**src/rtl/etcb_ram.sv**
```systemverilog
// Generic simple dual-port RAM with a registered read.
module etcb_ram #(
   parameter int WIDTH = 8,
   parameter int DEPTH = 16
) (
   input  logic                     clock,
   input  logic                     we,
   input  logic [$clog2(DEPTH)-1:0] waddr,
   input  logic [WIDTH-1:0]         wdata,
   input  logic [$clog2(DEPTH)-1:0] raddr,
   output logic [WIDTH-1:0]         rdata
);

   logic [WIDTH-1:0] mem [DEPTH];
   logic [WIDTH-1:0] rdata_ff;

   always_ff @(posedge clock) begin
      if (we) begin
         mem[waddr] <= wdata;
      end
      rdata_ff <= mem[raddr];
   end

   assign rdata = rdata_ff;

endmodule

```
**config.mk**
```make
export PLATFORM = sky130hd
export DESIGN_NAME = etcb_ram
export DESIGN_NICKNAME = d
export VERILOG_FILES = /design/src/rtl/etcb_ram.sv
export SDC_FILE = /design/constraint.sdc
export NUM_CORES = 1
export LEC_CHECK = 0
export BUFFER_PORTS_ARGS = -buffer_cell sky130_fd_sc_hd__clkbuf_2
export CAP_MARGIN = 30
export CORE_ASPECT_RATIO = 0.8
export CORE_UTILIZATION = 60
export DETAILED_ROUTE_END_ITERATION = 10
export GPL_TIMING_DRIVEN = 0
export PLACE_DENSITY = 0.8
export SYNTH_ARGS = -nofsm -noshare
export SYNTH_HDL_FRONTEND = slang
export SYNTH_SLANG_ARGS = --single-unit
export TNS_END_PERCENT = 50
```
**constraint.sdc**
```tcl
create_clock -name clock -period 2 [get_ports clock]
set_clock_uncertainty 0.05 [all_clocks]
set_input_delay 0.1 -clock clock [delete_from_list [all_inputs] [get_ports clock]]
set_output_delay 0.1 -clock clock [all_outputs]
set_load 0.05 [all_outputs]
```
# Yosys cells after proc, flatten, opt, wreduce, memory -nomap -nowiden
# Memories as Yosys holds them, arrays and structs flattened. A register that Yosys moved wholly into a read port is not among the register bits.
# Index checks and enable logic that the tools add are counted.
[word_totals]
elab_cells = 3
mem_bits_rw = 128
in_bits = 18
memories = 1
ff_bits = 0
[op_classes]
mux = 2
[mem_list]
columns = ["name", "words", "width", "read_ports", "rd_clocked_by_memory_dff", "wr", "line_no", "source"]
rows = [
  ["mem", 16, 8, 1, 1, 1, "14", "logic [WIDTH-1:0] mem [DEPTH];"],
]
[op_table]
columns = ["cell", "n"]
rows = [
  ["1-bit 2-to-1 mux", 2],
]

# Logic depth before layout (Yosys ltp)
# Gate-level depths: netlist of run 1.
[depth]
depth_word = 2
depth_mapped = 5

# Least setup slack after synthesis of run 1
# Ideal clock, no wire load.
[synth_path]
kind = "input to register"
from = "in waddr[2]"
to = "mem mem[0][0], enable pin"
setup_time_ns = 0.383
t_required_ns = 1.567
t_arrival_ns = 1.210
setup_slack_ns = 0.357
n_path_buf = 0
stages = 2
cell_sequence = "or3b_2 nor3_1"
[synth_lines]
columns = ["element", "line_no", "source"]
rows = [
  ["from (decl)", "8", "input logic [$clog2(DEPTH)-1:0] waddr,"],
  ["to (decl)", "14", ""],
]
# Straight into the memory's write port.

==> reports/qor.csv, run 1 <==
metric;value;unit
outcome;complete, no violations;
worst-setup-path-type;in -> reg;
max_slew_margin;0.475;
core.rowCount;29;
placeableCoreArea;0.00813;mm²
asyncSetResetFlopFracSynth;0;
gp_congestion;0.729;
drt-initial-drc-count;299;
drv.max_cap_violation_count;0;
drt.antenna.violating_nets;0;
synth_commonest_cells;128 x sky130_fd_sc_hd__edfxtp_1, 18 x sky130_fd_sc_hd__mux4_2, 16 x sky130_fd_sc_hd__a22oi_1;
synth.distinct_cells;19;
post_cts_buffers;0;
multiInputGateArea;0.00106;mm²
yosysTopAreaCell;sky130_fd_sc_hd__edfxtp_1;
number_of_antenna_violations_at_the_first_check_in_global_routing;0;
routed_via_density;6.18;
mappedNetlistArea;0.00515;mm²
timing.fmax;614;MHz
path_clk_slew;60;ps
timing.setup.tns;0;ps
io_pins;26;
final_core_utilization;0.750;
largest_net_degree_at_the_start_of_global_routing;17;
synth_area_leaders;sky130_fd_sc_hd__edfxtp_1 75%, sky130_fd_sc_hd__mux4_2 7.9%, sky130_fd_sc_hd__mux4_1 7.1%;
cts_buffer_depth;2;
hpwl_after_detailed_placement;6.00;mm
cts-resized-gates;0;
num-fill-cells;455;
floorplan.die.height;84.8;µm
cts_buffers;17;
placement.setup.worst_slack;189;ps
drt_pass1_iterations;6;
drc;0;
ctsHtreeMaxLevel;4;
endpoint_required_time_on_the_critical_path;2350;ps
timing.hold.worst.class;in -> reg;
first_global_vias;2499;
finalCritPeriodShare;0.814;
setup_viol;0;
start_util;0.633;
grt_setup_unrepaired;no;
sort_of_element_at_the_start_of_the_critical_path;primary input;
area_share_of_the_largest_cell_type_after_synthesis;0.747;
pwr_density_cell;1080;mW/mm²
timing.critical_path.arrival;1980;ps
routed_wire_length_per_instance;24.9;µm
synth_most_common_cell;sky130_fd_sc_hd__edfxtp_1;
finalHoldViolCount;0;
vias;2514;
syn_inst;229;
endpoint_kind;flip-flop;
flow.area_growth_from_synthesis;18.4;%
globalRouteOverflowTotal;0;
total_count_of_max_transition_violations_in_the_final_report;0;
groute.usage.overall;0.254;
n_antenna_cell;0;
cts_tree;yes;
clkLatencyLatePin;520;ps
post_synth.cell_area_avg;22.5;µm²
ys_seq_elements;136;
die_area;0.00896;mm²
clock-root-buffer;sky130_fd_sc_hd__clkbuf_8;
irDropWorstVdd;0.000897;V
p_leak;2.09;nW
grt_first_pass_wirelength;15.3;mm
syn-num-nets;247;
ff_latch_area;0.00400;mm²
tightestPinTransition;784;ps
synth_enable_flop_cells;128;
path_max_fanout;10;
post_route_cells_drive_above_1_share;0.281;
synth_flop_cell;sky130_fd_sc_hd__edfxtp_1;
cts.sink_count;136;
floorplan.die.width;106;µm
nets;304;
period_needed;1630;ps
totalWireLength;10.2;mm
synth-seq-area-share;0.778;
layout_setup_ws;372;ps
buffer_ports.inserted;24;
ys.warnings.count;0;
## layout make-up
class	count	share of cell area
clock buffer	23	0.0733
tap	108	0.0222
multi-input combinational	83	0.173
timing repair buffer	38	0.0394
sequential	136	0.657
buffer	10	0.0142
clock inverter	9	0.0207
## cell usage in the layout (no fill, tap or decap), drive strengths merged, types with 4 or more instances in the layout
cell type    Yosys  final
dfxtp            8      8
nor2            13     13
clkbuf           0     47
dlygate4sd3      0     10
a22oi           16     16
nor3             4      4
edfxtp         128    128
buf              7     11
clkinv           0      5
nand2            9      9
mux4            32     32
## sequential cells by signal, indices dropped and copies added, names as in the netlist
signal  cells
mem       128
rdata       8
## where the power goes
part           total [mW]  internal, mW  leakage [nW]  switching (mW)
Sequential           3.21          3.19          1.22          0.0169
Clock                3.02          1.92         0.280            1.10
Combinational       0.383         0.138         0.585           0.245
## logic make-up after synthesis
group / after synthesis / share of synthesized area
flops: 136 / 0.778
simple gates: 35 / 0.0318
mux: 32 / 0.150
compound gates: 16 / 0.0233
buf+inv: 10 / 0.0168
## per-stage QoR
step	hold WS (ps)	power, mW	cells	area [µm²]
floorplan	149	3.49	229	5150
global placement	490	3.61	361	5400
detailed placement	513	3.63	365	5420
CTS	0.733	6.64	407	6100
global route	25.6	6.78	407	6100
finish	37.0	6.61	407	6100
## repair_timing
action | in CTS | in global routing
hold endpoints to repair | 95 | 0
hold buffers | 10 | 0
setup endpoints to repair | 0 | 0
## critical path: stages
cell and delay, ps:
sky130_fd_sc_hd__dlygate4sd3_1 550, sky130_fd_sc_hd__buf_6 140, sky130_fd_sc_hd__buf_6 180, sky130_fd_sc_hd__mux4_1 650, sky130_fd_sc_hd__a22oi_1 270, sky130_fd_sc_hd__nand2_1 90
## final timing paths
path,start,slack (ps),end,cells past startpoint
worst max-delay path,raddr[0],370,rdata[2]$_DFF_P_,6
worst min-delay path,raddr[1],40,rdata[0]$_DFF_P_,4
worst max register to register,mem[5][2]$_DFFE_PP_,530,rdata[2]$_DFF_P_,3
worst min register to register,mem[9][3]$_DFFE_PP_,640,rdata[3]$_DFF_P_,3
## layer usage
metal	share of wire	vias to the layer above	track usage
met1	0.41	1259	0.366
met2	0.47	147	0.377
met4	0.020	0	0.0896
li1	-	1089	-
met5	0	-	0
met3	0.10	19	0.0799
No activity file was read; power rests on OpenSTA's default activity.
==> run 2, diff against run 1 <==
==> constraint.sdc (replaced) <==
create_clock -name clock -period 1.6 [get_ports clock]
set_clock_uncertainty 0.05 [all_clocks]
set_input_delay 0.08 -clock clock [delete_from_list [all_inputs] [get_ports clock]]
set_output_delay 0.08 -clock clock [all_outputs]
set_load 0.05 [all_outputs]
==> run 2 against run 1 <==
  * Combinational power up 24%
  * Worst hold slack lost 19 ps
  * Largest power group unchanged
  * Clock power rose by 28%
  * Total power up 26%
  * Highest routed layer unchanged
  * Die area unchanged
  * Sequential power grew 25%
  * Setup slack worse by 350 ps
  * Sequential share of layout area is 0.11 points higher
  * First-iteration DRC count unchanged
  * Non-clock buffer count decreased by 4
==> reports/qor.csv, run 2 (synthesis results as in run 1) <==
metric;value;unit;change
outcome;complete, no violations;;
layout_setup_ws;26.0;ps;-346 ps
final_cell_mix;128 x sky130_fd_sc_hd__edfxtp_1, 24 x sky130_fd_sc_hd__clkbuf_2, 18 x sky130_fd_sc_hd__mux4_2, 16 x sky130_fd_sc_hd__a22oi_1, 16 x sky130_fd_sc_hd__clkbuf_16;;
drv.max_cap_violation_count;0;;unchanged
regToRegEndpoint;rdata[1]$_DFF_P_;;
critical_path.slowest_cell;sky130_fd_sc_hd__nor2_1;;
n_antenna_cell;0;;unchanged
total_count_of_max_transition_violations_in_the_final_report;0;;unchanged
vias;2477;;-1.5%
cts.sink_count;136;;unchanged
routed_wire_length_per_instance;25.0;µm;+0.12%
period_needed;1570;ps;
cts_tree;yes;;
detailroute.wirelength.met3;977;µm;-5.5%
pwr_density_cell;1370;mW/mm²;+26%
clock-root-buffer;sky130_fd_sc_hd__clkbuf_8;;
start_util;0.633;;unchanged
power.combinational.fraction;0.057;;about the same
grt_setup_unrepaired;yes;;
share_clk_of_total_power;0.463;;+0.006
first_global_vias;2602;;+4.1%
ff2ff_path_depth;3;;unchanged
crit_chain;dlygate4sd3_1, clkbuf_2, nand2b_1, nor2_1;;
m1WireLength;4.24;mm;+2.7%
worst-setup-path-type;in -> reg;;
placement.setup.worst_slack;-226;ps;-415 ps
floorplan.die.width;106;µm;unchanged
die_area;0.00896;mm²;unchanged
drt.antenna.violating_nets;0;;unchanged
internal_power;6.53;mW;+24%
worst_hold_startpoint;wdata[1];;
p_leak;2.07;nW;-0.65%
gp_congestion;0.730;;about the same
tightestPinTransition;794;ps;+10.3 ps
placeableCoreArea;0.00813;mm²;unchanged
io_pins;26;;unchanged
core.rowCount;29;;unchanged
largest_register_ff_count;128;;unchanged
grt_first_pass_wirelength;15.4;mm;+0.45%
nets;300;;-1.3%
post_layout_nonfiller_instances;403;;-0.98%
seq_power_share;0.480;;-0.005
floorplan.die.height;84.8;µm;unchanged
max_stage_delay;640;ps;about the same
clkLatencyLatePin;520;ps;about the same
max_slew_margin;0.469;;-0.00689
routed_via_density;6.15;;-0.49%
setup_viol;0;;unchanged
number_of_antenna_violations_at_the_first_check_in_global_routing;0;;unchanged
min_delay_worst_endpoint;mem[5][1]$_DFFE_PP_;;
drc;0;;unchanged
drt_pass1_iterations;4;;-2
timing.hold.worst.class;in -> reg;;
drt-initial-drc-count;299;;unchanged
irDropWorstVdd;0.00104;V;+16%
ctsHtreeMaxLevel;4;;unchanged
hold-path-cell-count;1;;-3
reg2reg_from;mem[4][1]$_DFFE_PP_;;
largest_net_degree_at_the_start_of_global_routing;17;;unchanged
buffer_ports.inserted;24;;unchanged
sort_of_element_at_the_start_of_the_critical_path;primary input;;
cts_buffers;17;;unchanged
endpoint_required_time_on_the_critical_path;1700;ps;-650 ps
r2r_setup_slack;160;ps;-370 ps
totalWireLength;10.1;mm;-0.87%
dp.cells;364;;-0.27%
flow.area_growth_from_synthesis;18.2;%;
endpoint_kind;flip-flop;;
path_clk_slew;60;ps;about the same
power.switching_fraction;0.217;;+0.0118
top_layer_used;met4;;
register_name_with_the_most_flops;mem;;
globalRouteOverflowTotal;0;;unchanged
timing.critical_path.arrival;1670;ps;-310 ps
finalHoldViolCount;0;;unchanged
path_max_fanout;8;;-2
routed_wire_length_on_met2;4.78;mm;-0.23%
power.net_switching;1.81;mW;+33%
groute.usage.overall;0.253;;-0.00122
hpwl_after_detailed_placement;6.07;mm;+1.1%
cts_buffer_depth;2;;unchanged
post_cts_buffers;0;;unchanged
final_common_cell;sky130_fd_sc_hd__edfxtp_1;;
post_route_cells_drive_above_1_share;0.302;;+0.0208
timing.fmax;635;MHz;
finalCritPeriodShare;0.984;;
holdWs;18.3;ps;-18.8 ps
-- run 2: area by class of cell --
class                           count  area [µm²]
Buffer                             10        86.3
Sequential cell                   136        4000
Clock inverter                     15         176
Multi-Input combinational cell     83        1060
Fill cell                         463        2040
Tap cell                          108         135
Timing Repair Buffer               34         205
Clock buffer                       17         414
-- run 2: worst max-delay path: cells and delay by family --
family | cells | cell delay (ps)
and+or+nand+nor | 2 | 880
buffers and inverters | 2 | 700
-- run 2: worst max-delay path by stage --
stage               startpoint              endpoint  depth (start not counted)
floorplan             waddr[2]   mem[3][0]$_DFFE_PP_                          2
global placement      waddr[2]   mem[8][3]$_DFFE_PP_                          3
detailed placement    waddr[2]   mem[2][2]$_DFFE_PP_                          3
CTS                   waddr[1]  mem[13][5]$_DFFE_PP_                          4
global route          waddr[1]   mem[9][7]$_DFFE_PP_                          4
finish                waddr[1]  mem[13][2]$_DFFE_PP_                          4
-- run 2: routing by layer --
metal / track usage / vias to the layer above
li1: - / 1078
met3: 0.0914 / 8
met1: 0.364 / 1254
met5: 0 / -
met2: 0.375 / 137
met4: 0.0707 / 0
-- run 2: what timing repair did --
action	in CTS	in global routing
gates resized for setup	0	1
setup endpoints to repair	0	44
hold endpoints to repair	99	0
hold buffers	7	0
-- run 2: power groups by stage --
stage	Combinational [mW]	Clock, mW	Sequential [mW]
2_1_floorplan	0.202	0	4.16
3_3_place_gp	0.447	0	4.07
3_5_place_dp	0.459	0	4.08
4_1_cts	0.476	3.88	4.00
5_1_grt	0.508	4.05	4.01
6_report	0.476	3.86	4.00
-- run 2: through the flow --
stage | util | cell area [µm²] | TNS, ps | total power, mW
after global placement | 0.665 | 5410 | -8590 | 4.52
after floorplan | - | 5150 | 0 | 4.36
after global routing | 0.749 | 6090 | -2030 | 8.57
final | 0.749 | 6090 | 0 | 8.34
after detailed placement | 0.667 | 5420 | -6260 | 4.54
after CTS | 0.748 | 6080 | 0 | 8.36
